$ cat src/sv/psscan_pkg.sv
package psscan_pkg;

   // Sizes of the scanner
   localparam int ADDR_BITS = 32;
   localparam int LEN_LIMIT = 4096;
   localparam int LEN_W     = 13;
   localparam int THR_W     = 9;
   localparam int PROD_W    = LEN_W + THR_W;
   localparam int LEN_SAT   = LEN_LIMIT + 1;

   // Queue depths
   localparam int CAND_DEPTH = 2;
   localparam int CAND_PTR_W = $clog2(CAND_DEPTH);
   localparam int CAND_CNT_W = $clog2(CAND_DEPTH + 1);
   localparam int OUT_DEPTH  = 2;
   localparam int OUT_PTR_W  = $clog2(OUT_DEPTH);
   localparam int OUT_CNT_W  = $clog2(OUT_DEPTH + 1);

   // Control register indexes
   localparam int CSR_IDX_W = 3;
   localparam logic [CSR_IDX_W-1:0] CSR_SCAN_ENABLE      = 3'd0;
   localparam logic [CSR_IDX_W-1:0] CSR_MIN_LENGTH       = 3'd1;
   localparam logic [CSR_IDX_W-1:0] CSR_MAX_LENGTH       = 3'd2;
   localparam logic [CSR_IDX_W-1:0] CSR_ALLOW_HIGH_BYTES = 3'd3;
   localparam logic [CSR_IDX_W-1:0] CSR_RATIO_THRESHOLD  = 3'd4;
   localparam int CSR_DATA_W = 13;

   // Character classes
   localparam logic [7:0] PRINT_LO = 8'h20;
   localparam logic [7:0] PRINT_HI = 8'h7E;

   typedef struct packed {
      logic [7:0] data_byte;
      logic       end_of_data;
   } req_type;

   typedef struct packed {
      logic [31:0]      string_start;
      logic [LEN_W-1:0] string_length;
   } rsp_type;

   typedef struct packed {
      logic             scan_enable;
      logic [LEN_W-1:0] min_length;
      logic [LEN_W-1:0] max_length;
      logic             allow_high_bytes;
      logic [THR_W-1:0] ratio_threshold;
   } cfg_type;

   // Closed run waiting to be judged
   typedef struct packed {
      logic [ADDR_BITS-1:0] start;
      logic [LEN_W-1:0]     count;
      logic [LEN_W-1:0]     pcount;
   } cand_type;

endpackage

$ cat src/sv/psscan_front.sv
module psscan_front
   import psscan_pkg::*;
(
   input  logic     clock,
   input  logic     reset,
   input  cfg_type  cfg,
   input  logic     req_push,
   input  req_type  req_data,
   output logic     req_full,
   input  logic     cand_full,
   output logic     cand_push,
   output cand_type cand_data
);

   logic [ADDR_BITS-1:0] pos_ff, pos_in;
   logic                 open_ff, open_in;
   logic [ADDR_BITS-1:0] start_ff, start_in;
   logic [LEN_W-1:0]     count_ff, count_in;
   logic [LEN_W-1:0]     pcount_ff, pcount_in;

   logic             fire;
   logic             is_print;
   logic             is_char;
   logic [LEN_W-1:0] cnt_base;
   logic [LEN_W-1:0] pcnt_base;
   logic [LEN_W-1:0] cnt_next;
   logic [LEN_W-1:0] pcnt_next;

   assign req_full = cand_full;
   assign fire     = req_push && !cand_full;

   // Byte classification
   assign is_print = (req_data.data_byte >= PRINT_LO) && (req_data.data_byte <= PRINT_HI);
   assign is_char  = (req_data.data_byte != 8'h00) &&
                     ((cfg.allow_high_bytes && req_data.data_byte[7]) || is_print);

   // Saturating run counters
   assign cnt_base  = open_ff ? count_ff : '0;
   assign pcnt_base = open_ff ? pcount_ff : '0;
   assign cnt_next  = (cnt_base < LEN_W'(LEN_SAT)) ? cnt_base + 1'b1 : cnt_base;
   assign pcnt_next = (is_print && pcnt_base < LEN_W'(LEN_SAT)) ? pcnt_base + 1'b1
                                                                : pcnt_base;

   // Run tracking and candidate hand-off
   always_comb begin
      pos_in    = pos_ff;
      open_in   = open_ff;
      start_in  = start_ff;
      count_in  = count_ff;
      pcount_in = pcount_ff;
      cand_push = 1'b0;
      cand_data = '{start: start_ff, count: count_ff, pcount: pcount_ff};
      if (fire) begin
         pos_in = req_data.end_of_data ? '0 : pos_ff + 1'b1;
         if (is_char) begin
            start_in = open_ff ? start_ff : pos_ff;
            cand_data = '{start: start_in, count: cnt_next, pcount: pcnt_next};
            if (req_data.end_of_data) begin
               cand_push = cfg.scan_enable;
               open_in   = 1'b0;
               count_in  = '0;
               pcount_in = '0;
            end else begin
               open_in   = 1'b1;
               count_in  = cnt_next;
               pcount_in = pcnt_next;
            end
         end else begin
            cand_push = open_ff && cfg.scan_enable;
            open_in   = 1'b0;
            count_in  = '0;
            pcount_in = '0;
         end
      end
   end

   always_ff @(posedge clock) begin
      if (reset) begin
         pos_ff    <= '0;
         open_ff   <= 1'b0;
         count_ff  <= '0;
         pcount_ff <= '0;
      end else begin
         pos_ff    <= pos_in;
         open_ff   <= open_in;
         count_ff  <= count_in;
         pcount_ff <= pcount_in;
      end
   end

   always_ff @(posedge clock) begin
      start_ff <= start_in;
   end

`ifndef SYNTHESIS
   a_count_sat: assert property (@(posedge clock) disable iff (reset)
      count_ff <= LEN_W'(LEN_SAT))
      else $error("run count above saturation");
   a_pcount_le: assert property (@(posedge clock) disable iff (reset)
      pcount_ff <= count_ff)
      else $error("printable count exceeds run count");
   a_closed_zero: assert property (@(posedge clock) disable iff (reset)
      !open_ff |-> (count_ff == '0 && pcount_ff == '0))
      else $error("closed run holds counts");
   a_push_len: assert property (@(posedge clock) disable iff (reset)
      cand_push |-> cand_data.count != '0)
      else $error("empty run handed to judge");
`endif

endmodule

$ cat src/sv/psscan_cand_queue.sv
module psscan_cand_queue
   import psscan_pkg::*;
(
   input  logic     clock,
   input  logic     reset,
   input  logic     push,
   input  cand_type push_data,
   output logic     full,
   input  logic     pop,
   output logic     empty,
   output cand_type head
);

   cand_type              mem_ff [CAND_DEPTH];
   logic [CAND_PTR_W-1:0] wr_ptr_ff, wr_ptr_in;
   logic [CAND_PTR_W-1:0] rd_ptr_ff, rd_ptr_in;
   logic [CAND_CNT_W-1:0] cnt_ff, cnt_in;
   logic                  do_push;
   logic                  do_pop;

   assign full    = (cnt_ff == CAND_CNT_W'(CAND_DEPTH));
   assign empty   = (cnt_ff == '0);
   assign do_push = push && !full;
   assign do_pop  = pop && !empty;
   assign head    = mem_ff[rd_ptr_ff];

   // Pointer and fill count
   always_comb begin
      wr_ptr_in = wr_ptr_ff;
      rd_ptr_in = rd_ptr_ff;
      cnt_in    = cnt_ff;
      if (do_push) begin
         wr_ptr_in = (wr_ptr_ff == CAND_PTR_W'(CAND_DEPTH - 1)) ? '0 : wr_ptr_ff + 1'b1;
      end
      if (do_pop) begin
         rd_ptr_in = (rd_ptr_ff == CAND_PTR_W'(CAND_DEPTH - 1)) ? '0 : rd_ptr_ff + 1'b1;
      end
      case ({do_push, do_pop})
         2'b10:   cnt_in = cnt_ff + 1'b1;
         2'b01:   cnt_in = cnt_ff - 1'b1;
         default: cnt_in = cnt_ff;
      endcase
   end

   always_ff @(posedge clock) begin
      if (reset) begin
         wr_ptr_ff <= '0;
         rd_ptr_ff <= '0;
         cnt_ff    <= '0;
      end else begin
         wr_ptr_ff <= wr_ptr_in;
         rd_ptr_ff <= rd_ptr_in;
         cnt_ff    <= cnt_in;
      end
   end

   always_ff @(posedge clock) begin
      if (do_push) begin
         mem_ff[wr_ptr_ff] <= push_data;
      end
   end

`ifndef SYNTHESIS
   a_cnt_bound: assert property (@(posedge clock) disable iff (reset)
      cnt_ff <= CAND_CNT_W'(CAND_DEPTH))
      else $error("candidate queue overfilled");
   a_no_drop: assert property (@(posedge clock) disable iff (reset)
      push |-> !full)
      else $error("candidate pushed into full queue");
   a_drain: assert property (@(posedge clock) disable iff (reset)
      (cnt_ff == CAND_CNT_W'(1) && do_pop && !do_push) |=> empty)
      else $error("candidate queue not empty after last pop");
`endif

endmodule

$ cat src/sv/psscan_back.sv
module psscan_back
   import psscan_pkg::*;
(
   input  logic     clock,
   input  logic     reset,
   input  cfg_type  cfg,
   input  logic     cand_empty,
   input  cand_type cand_head,
   output logic     cand_pop,
   output logic     rsp_empty,
   input  logic     rsp_pop,
   output rsp_type  rsp_data
);

   rsp_type              mem_ff [OUT_DEPTH];
   logic [OUT_PTR_W-1:0] wr_ptr_ff, wr_ptr_in;
   logic [OUT_PTR_W-1:0] rd_ptr_ff, rd_ptr_in;
   logic [OUT_CNT_W-1:0] cnt_ff, cnt_in;

   logic              out_full;
   logic              do_pop;
   logic              do_push;
   logic              pass;
   logic [LEN_W-1:0]  hi_len;
   logic [PROD_W-1:0] lhs;
   logic [PROD_W-1:0] rhs;

   // Run judge: length window and printable ratio
   assign hi_len = (cfg.max_length > LEN_W'(LEN_LIMIT)) ? LEN_W'(LEN_LIMIT) : cfg.max_length;
   assign lhs    = PROD_W'({cand_head.pcount, 8'h00});
   assign rhs    = PROD_W'(cfg.ratio_threshold) * PROD_W'(cand_head.count);
   assign pass   = (cand_head.count != '0) && (cand_head.count >= cfg.min_length) &&
                   (cand_head.count <= hi_len) && (lhs >= rhs);

   // Result queue handshake
   assign out_full  = (cnt_ff == OUT_CNT_W'(OUT_DEPTH));
   assign rsp_empty = (cnt_ff == '0);
   assign do_pop    = rsp_pop && !rsp_empty;
   assign cand_pop  = !cand_empty && (!out_full || do_pop);
   assign do_push   = cand_pop && pass;
   assign rsp_data  = mem_ff[rd_ptr_ff];

   always_comb begin
      wr_ptr_in = wr_ptr_ff;
      rd_ptr_in = rd_ptr_ff;
      if (do_push) begin
         wr_ptr_in = (wr_ptr_ff == OUT_PTR_W'(OUT_DEPTH - 1)) ? '0 : wr_ptr_ff + 1'b1;
      end
      if (do_pop) begin
         rd_ptr_in = (rd_ptr_ff == OUT_PTR_W'(OUT_DEPTH - 1)) ? '0 : rd_ptr_ff + 1'b1;
      end
      case ({do_push, do_pop})
         2'b10:   cnt_in = cnt_ff + 1'b1;
         2'b01:   cnt_in = cnt_ff - 1'b1;
         default: cnt_in = cnt_ff;
      endcase
   end

   always_ff @(posedge clock) begin
      if (reset) begin
         wr_ptr_ff <= '0;
         rd_ptr_ff <= '0;
         cnt_ff    <= '0;
      end else begin
         wr_ptr_ff <= wr_ptr_in;
         rd_ptr_ff <= rd_ptr_in;
         cnt_ff    <= cnt_in;
      end
   end

   always_ff @(posedge clock) begin
      if (do_push) begin
         mem_ff[wr_ptr_ff] <= '{string_start: 32'(cand_head.start),
                                string_length: cand_head.count};
      end
   end

`ifndef SYNTHESIS
   a_out_bound: assert property (@(posedge clock) disable iff (reset)
      cnt_ff <= OUT_CNT_W'(OUT_DEPTH))
      else $error("result queue overfilled");
   a_push_window: assert property (@(posedge clock) disable iff (reset)
      do_push |-> (cand_head.count >= cfg.min_length && cand_head.count <= hi_len))
      else $error("run outside length window reported");
   a_push_room: assert property (@(posedge clock) disable iff (reset)
      do_push |-> (!out_full || do_pop))
      else $error("result pushed into full queue");
`endif

endmodule

$ cat src/sv/printable_run_string_scanner.sv
// Printable-string scanner: one image byte enters per cycle through req_push while req_full is low, and each
// run of string characters that passes the length window and printable-ratio test comes out
// as one request on the rsp_ side (start offset, length). A closed run enters the two-entry
// candidate queue at the edge that accepts its closing byte and is judged into the two-entry
// result queue once that queue has room, so it can be popped after it is written there.
// Input is taken whenever req_full is low; req_full rises only when the candidate queue is
// full, which happens when the result side is not popped. No clearing pass after reset.
// csr_ready is always high; write registers only while the scanner is idle.
module printable_run_string_scanner
   import psscan_pkg::*;
(
   input  logic                  clock,
   input  logic                  reset,
   input  logic                  req_push,
   output logic                  req_full,
   input  req_type               req_data,
   output logic                  rsp_empty,
   input  logic                  rsp_pop,
   output rsp_type               rsp_data,
   input  logic                  csr_valid,
   output logic                  csr_ready,
   input  logic [CSR_IDX_W-1:0]  csr_index,
   input  logic [CSR_DATA_W-1:0] csr_data
);

   cfg_type  cfg_ff, cfg_in;
   logic     cand_push;
   cand_type cand_data;
   logic     cand_full;
   logic     cand_empty;
   logic     cand_pop;
   cand_type cand_head;

   assign csr_ready = 1'b1;

   // Control register writes
   always_comb begin
      cfg_in = cfg_ff;
      if (csr_valid) begin
         case (csr_index)
            CSR_SCAN_ENABLE:      cfg_in.scan_enable      = csr_data[0];
            CSR_MIN_LENGTH:       cfg_in.min_length       = csr_data[LEN_W-1:0];
            CSR_MAX_LENGTH:       cfg_in.max_length       = csr_data[LEN_W-1:0];
            CSR_ALLOW_HIGH_BYTES: cfg_in.allow_high_bytes = csr_data[0];
            CSR_RATIO_THRESHOLD:  cfg_in.ratio_threshold  = csr_data[THR_W-1:0];
            default:              cfg_in = cfg_ff;
         endcase
      end
   end

   always_ff @(posedge clock) begin
      if (reset) begin
         cfg_ff <= '{scan_enable: 1'b1,
                     min_length: LEN_W'(4),
                     max_length: LEN_W'(LEN_LIMIT),
                     allow_high_bytes: 1'b1,
                     ratio_threshold: THR_W'(180)};
      end else begin
         cfg_ff <= cfg_in;
      end
   end

   psscan_front u_front (
      .clock     (clock),
      .reset     (reset),
      .cfg       (cfg_ff),
      .req_push  (req_push),
      .req_data  (req_data),
      .req_full  (req_full),
      .cand_full (cand_full),
      .cand_push (cand_push),
      .cand_data (cand_data)
   );

   psscan_cand_queue u_cand_queue (
      .clock     (clock),
      .reset     (reset),
      .push      (cand_push),
      .push_data (cand_data),
      .full      (cand_full),
      .pop       (cand_pop),
      .empty     (cand_empty),
      .head      (cand_head)
   );

   psscan_back u_back (
      .clock      (clock),
      .reset      (reset),
      .cfg        (cfg_ff),
      .cand_empty (cand_empty),
      .cand_head  (cand_head),
      .cand_pop   (cand_pop),
      .rsp_empty  (rsp_empty),
      .rsp_pop    (rsp_pop),
      .rsp_data   (rsp_data)
   );

endmodule
$ cat config.mk
export PLATFORM = sky130hd
export DESIGN_NAME = printable_run_string_scanner
export DESIGN_NICKNAME = d
export VERILOG_FILES = /design/src/sv/psscan_pkg.sv /design/src/sv/psscan_front.sv /design/src/sv/psscan_cand_queue.sv /design/src/sv/psscan_back.sv /design/src/sv/printable_run_string_scanner.sv
export SDC_FILE = /design/constraint.sdc
export NUM_CORES = 1
export LEC_CHECK = 0
export ABC_AREA = 1
export BUFFER_PORTS_ARGS = -buffer_cell sky130_fd_sc_hd__clkbuf_2
export CORE_MARGIN = 2
export CORE_UTILIZATION = 35
export DETAILED_ROUTE_END_ITERATION = 8
export GPL_TIMING_DRIVEN = 0
export SLEW_MARGIN = 10
export SYNTH_ARGS = -nofsm -noshare
export SYNTH_HDL_FRONTEND = slang
export SYNTH_SLANG_ARGS = --single-unit
$ cat constraint.sdc
create_clock -name clock -period 8.5 [get_ports clock]
set_clock_uncertainty 0.2 [all_clocks]
set_input_delay 0.85 -clock clock [delete_from_list [all_inputs] [get_ports clock]]
set_output_delay 0.85 -clock clock [all_outputs]
set_load 0.005 [all_outputs]
==> metrics.md, run 1 <==
| Metric | Value |
|---|---|
| Outcome | `completed` |
| Reg2reg setup slack | `0.37 ns` |
| Via Count | `15,070` |
| Fin crit share | `95.59%` |
| Inserted Clock Buffers | `37` |
| Root Driver | `clkbuf_16` |
| Multi-input logic area | `9198 um2` |
| Fill cells | `5,506` |
| Final Max Tran Viols | `0` |
| Top Family by Delay on Critical Path | `adder cells` |
| DR iter-0 viols | `1,211` |
| Ports | `78` |
| GR Overflow Total | `0` |
| Synth top area cells | `edfxtp_1 36%, dfxtp_1 11%, nand2_1 9.7%` |
| Antenna-violating nets left | `0` |
| Die Ht | `241.2 um` |
| Syn_area_per_cell | `9.299 um2` |
| Measured slew at the worst slew-check pin | `1.025 ns` |
| DRC errors left | `0` |
| Hold_buf cts | `0` |
| Post-Synth XOR/XNOR Area | `1.735%` |
| First-pass GRT wire length | `80.94 mm` |
| Seq pwr share | `23.4%` |
| Pin count of the biggest net entering global routing | `59` |
| Reg2reg path depth | `33` |
| Initial Util | `35.59%` |
| Leakage | `0.009021 uW` |
| Netlist cell types | `47` |
| # diodes | `0` |
| Critical path buffers and inverters | `6` |
| Placement row count | `86` |
| Hpwl dp | `39.09 mm` |
| Tot Pwr | `9132 uW` |
| Maximum fanout along the worst path | `11` |
| Vias per inst | `4.998` |
| Switching part of the total | `45.02%` |
| CTS tree | `yes` |
| Reg-to-reg endpoint | `u_back.cnt_ff[1]` |
| CTS Buffer Depth | `3` |
| YS warnings | `0` |
| WHS | `0.2673 ns` |
| Slowest cell on the critical path | `fa_1` |
| Cell mode on critical path | `nand2_1` |
| Post-synthesis sequential area ratio | `47.09%` |
| WP data arrival | `8.34 ns` |
| P per Cell Area | `408.7 nW/um2` |
| Final WL | `52.51 mm` |
| Adder and majority gate portion of the synthesized area | `13.40%` |
| Fin. Hold Viols | `0` |
| Clk sink count | `344` |
| Area leader, netlist | `edfxtp_1` |
| Pre-antenna DRT Iters | `5` |
| Worst path max stage delay | `0.56 ns` |
| Cell count after synthesis | `2,117` |
| Post-Syn Nets | `2,311` |
| Die ar. | `58,160 um2` |
| Initial antenna violation count | `0` |
| Placer Congestion | `0.9076` |
| Largest family of logic cells by synthesized area | `simple AND/OR/NAND/NOR gates` |
| Port-buffer cells | `75` |
| RSZ-0062 raised after global routing | `no` |
| Max-Cap Viols | `0` |
| Highest Clock Rate | `0.1231 GHz` |
| Dpl cell area | `21,090 um2` |
| Worst rel slew slack | `31.64%` |
| Comb power frac | `59.4%` |
| Setup CP Type | `reg -> reg` |
| Seq cells post-synth | `344` |
| Vias in the first global route | `14,420` |
| Multiplexer area fraction after synthesis | `5.148%` |
| Final instance area | `22,340 um2` |
| Min-Delay Startpoint | `cfg_ff[35]` |
| Clock transition at path regs | `0.06 ns` |
| WL per Instance | `17.42 um` |
| Sequential cell area | `9269 um2` |
| Post-Route Utilization | `40.40%` |
| Layout net count | `2,432` |
| Hold Path Class | `reg -> reg` |
| Post-Place Setup Slack | `-0.3412 ns` |
| Post-synthesis simple-gate area fraction | `18.98%` |
| Final setup vio count | `0` |
| H-tree levels | `2` |
| Area Overhead vs Synth | `13.50%` |
| Total GRT Usage | `18.04%` |
| Hold Path End | `cfg_ff[35]` |
| Type of element capturing the critical path | `flop` |
| CP required | `8.71 ns` |
| Worst setup SP type | `flop` |
| Die extent in x | `241.2 um` |
| Share of post-route cells with drive strength above 1 | `12.97%` |
| Compound-cell area share of the yosys netlist | `7.138%` |
| Hold Path Stages | `2` |
| Final WS setup | `0.3748 ns` |
| Switching power of the nets | `4111 uW` |
| Share of Yosys cell area claimed by the top area cell type | `36.31%` |
| Final Critical Period | `8.125 ns` |
| Internal Power | `5021 uW` |
| Peak VDD IR | `0.4336 mV` |
| Cell Area, Synth | `19,690 um2` |
| Clock power frac | `17.2%` |
| Core area | `55,310 um2` |
| Insertion delay to the later sink of the worst-skew pair | `0.57 ns` |
[worst max path at each step]
stage / from / to / slack [ns] / depth (start not counted)
2_1_floorplan: flop / u_back.mem_ff[0][0] / 0.57 / 27
3_3_place_gp: flop / u_back.mem_ff[0][4] / -2.78 / 29
3_5_place_dp: flop / u_back.mem_ff[0][4] / -0.34 / 30
4_1_cts: flop / u_back.mem_ff[0][3] / 0.01 / 30
5_1_grt: flop / u_back.cnt_ff[1] / 0.02 / 35
6_report: flop / u_back.cnt_ff[1] / 0.37 / 33
[what timing repair did]
action / in CTS / in global routing
pin swaps: 0 / 1
gates resized for setup: 3 / 11
setup endpoints to repair: 72 / 85
setup buffers: 0 / 2
gates cloned: 0 / 1
[power by group through the flow]
stage / logic, uW / registers, uW / clock network [uW]
6_report: 5420 / 2140 / 1570
5_1_grt: 6110 / 2150 / 1670
4_1_cts: 5310 / 2140 / 1600
3_5_place_dp: 5260 / 2170 / 0
3_3_place_gp: 5060 / 2180 / 0
2_1_floorplan: 3810 / 2160 / 0
[logic make-up after synthesis]
group,after synthesis
buffers and inverters,322
adder cells (fa/ha/maj),164
AO/OA/AOI/OAI,268
AND/OR/NAND/NOR,889
XOR/XNOR,39
other,1
flip-flops,344
multiplexers,90
[registers in the layout, summed over array words and instances, names as in the netlist, 2 cells and up, named ones only]
register and cells:
u_cand_queue.mem_ff 116, u_back.mem_ff 90, cfg_ff 37, u_front.pos_ff 32, u_front.start_ff 32, u_front.count_ff 13, u_front.pcount_ff 13, u_back.cnt_ff 2
u_cand_queue.cnt_ff 2
[layout make-up]
| cell class | instances | area share [%] |
|---|---|---|
| sequential | 344 | 41.49 |
| multi-input combinational | 1452 | 41.17 |
| clock buffer | 51 | 4.698 |
| inverter | 249 | 4.194 |
| tap | 748 | 4.189 |
| timing repair buffer | 81 | 2.162 |
| buffer | 73 | 1.551 |
| clock inverter | 16 | 0.5544 |
[cells in the mapped netlist (all sizes together)]
master  number
xnor2        9
or2          4
nor4b        1
nor4        15
o21bai       2
a21o         4
nand4       41
nor2b        1
a211oi       2
o21ai      105
a31oi        2
clkinv       9
edfxtp     238
xor2        30
a21boi       1
nor3b        8
nand3b       1
clkbuf      45
buf         28
dfxtp      106
nand3       72
nand2      521
a22oi        1
a21oi      141
mux2        90
nor2       180
conb         1
and3         3
nor3        42
o21a         3
o211ai       6
ha          86
o31ai        1
inv        240
fa          78
[routing by layer]
layer / share of wire, % / vias to the layer above / track usage, %
met5: 0 / - / 0
met4: 2.4 / 0 / 4.901
met3: 7.3 / 69 / 3.054
met2: 43 / 481 / 27.12
met1: 47 / 7203 / 26.69
li1: - / 7312 / -
[worst reg2reg max path, delay by kind of cell (launching register included)]
family                   cells  cell delay, ns
buffers and inverters        6            0.99
AND/OR/NAND/NOR             16            2.17
adder cells (fa/ha/maj)      7            3.26
AO/OA/AOI/OAI                3            0.86
XOR/XNOR                     1            0.19
flip-flops                   1            0.30
[metrics by stage]
step | cells | setup TNS (ns)
global route | 3014 | 0
floorplan | 2117 | 0
global placement | 2940 | -164.46
CTS | 3011 | 0
finish | 3014 | 0
detailed placement | 2944 | -14.59
[cells in the final DEF, fill, tap and decap left out, types with 5 or more instances in the layout]
cell	instances
clkinv_1	11
nor3b_1	8
fa_1	78
nand2_2	10
buf_12	5
xnor2_1	9
mux2_2	90
nand4_1	41
clkbuf_1	51
clkinv_2	5
buf_1	8
nor4_1	15
nand3_1	72
buf_2	11
clkbuf_16	38
o211ai_1	6
a21oi_1	139
inv_1	228
o21ai_0	94
buf_6	6
dfxtp_1	106
xor2_1	30
edfxtp_1	238
nor3_1	39
ha_1	86
clkbuf_2	77
clkbuf_8	5
nand2_1	509
nor2_1	177
o21ai_2	7
inv_2	12
Power figures use the tool's default switching activity.
==> inputs of run 2 (changes only) <==
Settings changed: CTS_CLUSTER_SIZE from default to 14.
Clock period 8.5 ns to 7.4 ns, I/O delays scaled along.
==> run 2 against run 1 <==
Effect of this change:
- first-iteration DRC count shrank 5.5%
- sequential cell count is the same
- global-route usage shrank 0.23 points
- sequential power grew 15%
- via count grew 1.2%
- fmax grew 14%
- routed wire length shrank 1.6%
- critical path type unchanged
- register-to-register slack lost 0.08 ns
- critical endpoint is now u_back.mem_ff[1][31]
- clock power grew 28%
==> metrics.md, run 2 (synthesis results as in run 1) <==
| Metric | Value |
|---|---|
| Placer Congestion | `0.9032 (-0.48%)` |
| GR Overflow Total | `0 (unchanged)` |
| First-pass GRT wire length | `80.39 mm (-0.67%)` |
| Inserted Clock Buffers | `39 (+5.4%)` |
| Layout net count | `2,459 (+1.1%)` |
| Insertion delay to the later sink of the worst-skew pair | `0.57 ns (about the same)` |
| Antenna-violating nets left | `0 (unchanged)` |
| H-tree levels | `2 (unchanged)` |
| Clock transition at path regs | `0.06 ns (about the same)` |
| Fin crit share | `96.08% (+0.49 points)` |
| Measured slew at the worst slew-check pin | `0.8762 ns (-0.1492 ns)` |
| Outcome | `completed` |
| Max reg flops | `116 (unchanged)` |
| Worst setup SP type | `flop` |
| Type of element capturing the critical path | `flop` |
| Die ar. | `58,160 um2 (unchanged)` |
| Total GRT Usage | `17.81% (-0.23 points)` |
| Final setup vio count | `0 (unchanged)` |
| Sequential cell area | `9270 um2 (about the same)` |
| Worst rel slew slack | `41.58% (+9.9 points)` |
| Most common cell after layout, fill and taps aside | `nand2_1` |
| WP data arrival | `7.16 ns (-1.18 ns)` |
| Slowest cell on the critical path | `fa_1` |
| Final Max Tran Viols | `0 (unchanged)` |
| Die Ht | `241.2 um (unchanged)` |
| Peak VDD IR | `0.6248 mV (+44%)` |
| P per Cell Area | `481.9 nW/um2 (+18%)` |
| Fill cells | `5,445 (-1.1%)` |
| Initial antenna violation count | `1 (+1)` |
| Final cell count without fillers | `3,043 (+0.96%)` |
| Most flop-heavy register | `u_cand_queue.mem_ff` |
| CTS Buffer Depth | `3 (unchanged)` |
| CP required | `7.45 ns (-1.26 ns)` |
| CTS tree | `yes` |
| Area Overhead vs Synth | `15.91%` |
| Hold Path Class | `in -> reg` |
| Maximum fanout along the worst path | `34 (+23)` |
| Total negative slack | `0 ns (unchanged)` |
| Clk sink count | `344 (unchanged)` |
| Pin count of the biggest net entering global routing | `59 (unchanged)` |
| Vias in the first global route | `14,500 (+0.53%)` |
| Pre-antenna DRT Iters | `5 (unchanged)` |
| Via Count | `15,240 (+1.2%)` |
| Final WL | `51.65 mm (-1.6%)` |
| Multi-input logic area | `9289 um2 (+0.99%)` |
| Vias per inst | `5.010 (+0.22%)` |
| Root Driver | `clkbuf_16` |
| Die extent in x | `241.2 um (unchanged)` |
| Final Critical Period | `7.110 ns (-1.015 ns)` |
| Dpl cell area | `21,090 um2 (unchanged)` |
| Final instance area | `22,820 um2 (+2.1%)` |
| Ports | `78 (unchanged)` |
| Placement row count | `86 (unchanged)` |
| Port-buffer cells | `75 (unchanged)` |
| Leakage | `0.009238 uW (+2.4%)` |
| DR iter-0 viols | `1,144 (-5.5%)` |
| Max-Cap Viols | `0 (unchanged)` |
| Top Registers | `u_cand_queue.mem_ff (116), u_back.mem_ff (90), cfg_ff (37)` |
| Hold_buf cts | `0 (unchanged)` |
| Placed instance count | `2,944 (unchanged)` |
| WL per Instance | `16.97 um (-2.6%)` |
| Setup CP Type | `reg -> reg` |
| Fin. Hold Viols | `0 (unchanged)` |
| DRC errors left | `0 (unchanged)` |
| Share of post-route cells with drive strength above 1 | `14.99% (+2.0 points)` |
| # diodes | `0 (unchanged)` |
| Hpwl dp | `38.93 mm (-0.42%)` |
| Highest Clock Rate | `0.1406 GHz (+14%)` |
| Worst path max stage delay | `0.53 ns (-0.03 ns)` |
| Cell mode on critical path | `nand2_1` |
| Core area | `55,310 um2 (unchanged)` |
| Commonest cells after routing, fill and taps aside | `508 x nand2_1, 238 x edfxtp_1, 221 x inv_1` |
| Initial Util | `35.59% (unchanged)` |
## run 2: cell types whose count changed in the layout (fill, tap and decap cells not counted), moves of 3 or more
cell       delta
o21ai_2       -3
o21ai_4       +5
bufinv_16     +5
inv_6         +3
a21oi_1       -3
inv_1         -7
buf_4        +26
o21ai_0       -3
## run 2: path summary, 6_finish.rpt
kind,from,to,slack [ns],cells past startpoint
worst max register to register,flop,u_back.mem_ff[1][31],0.29,34
worst max-delay path,flop,u_back.mem_ff[1][31],0.29,34
worst min-delay path,csr_data[6],cfg_ff[16],0.25,3
worst min register to register,u_cand_queue.rd_ptr_ff,flop,0.27,1
## run 2: cell type report
cell class	instances	share of cell area (%)
Multi-Input combinational cell	1451	40.71
Sequential cell	344	40.63
Clock buffer	50	4.634
Inverter	249	4.168
Tap cell	748	4.102
Timing Repair Buffer	107	2.972
Buffer	73	1.590
Clock inverter	21	1.195
## run 2: critical path, delay by kind of cell, from the launching register on
kind | cells | cell delay, ns
AOI/OAI and AO/OA | 2 | 0.61
and+or+nand+nor | 17 | 1.77
buffers and inverters | 8 | 1.17
xor gates and xnor gates | 1 | 0.12
DFF | 1 | 0.34
adders and majority gates | 6 | 2.52
## run 2: metrics by stage
stage	setup slack [ns]	total power, uW	utilization (%)	hold slack [ns]
CTS	0.02697	10720	40.86	0.2345
global route	-0.08221	11990	41.25	0.2602
finish	0.2899	10990	41.25	0.2545
global placement	-2.558	8302	37.97	0.2342
detailed placement	-1.327	8523	38.14	0.2468
floorplan	0.2180	6851	-	0.2256
## run 2: where the power goes
group          switching (uW)  internal, uW
logic                    4010          2520
clock network             814          1200
registers                69.0          2390
## run 2: repair_timing
item | in CTS | in global routing
pin swaps | 1 | 1
setup endpoints to repair | 93 | 92
buffers inserted | 9 | 19
gates resized for setup | 29 | 25
## run 2: metal layers
layer / wire [um] / track usage, %
met5: 0 / 0
met4: 924 / 4.153
met3: 3723 / 3.774
met2: 22320 / 26.40
met1: 24680 / 26.47
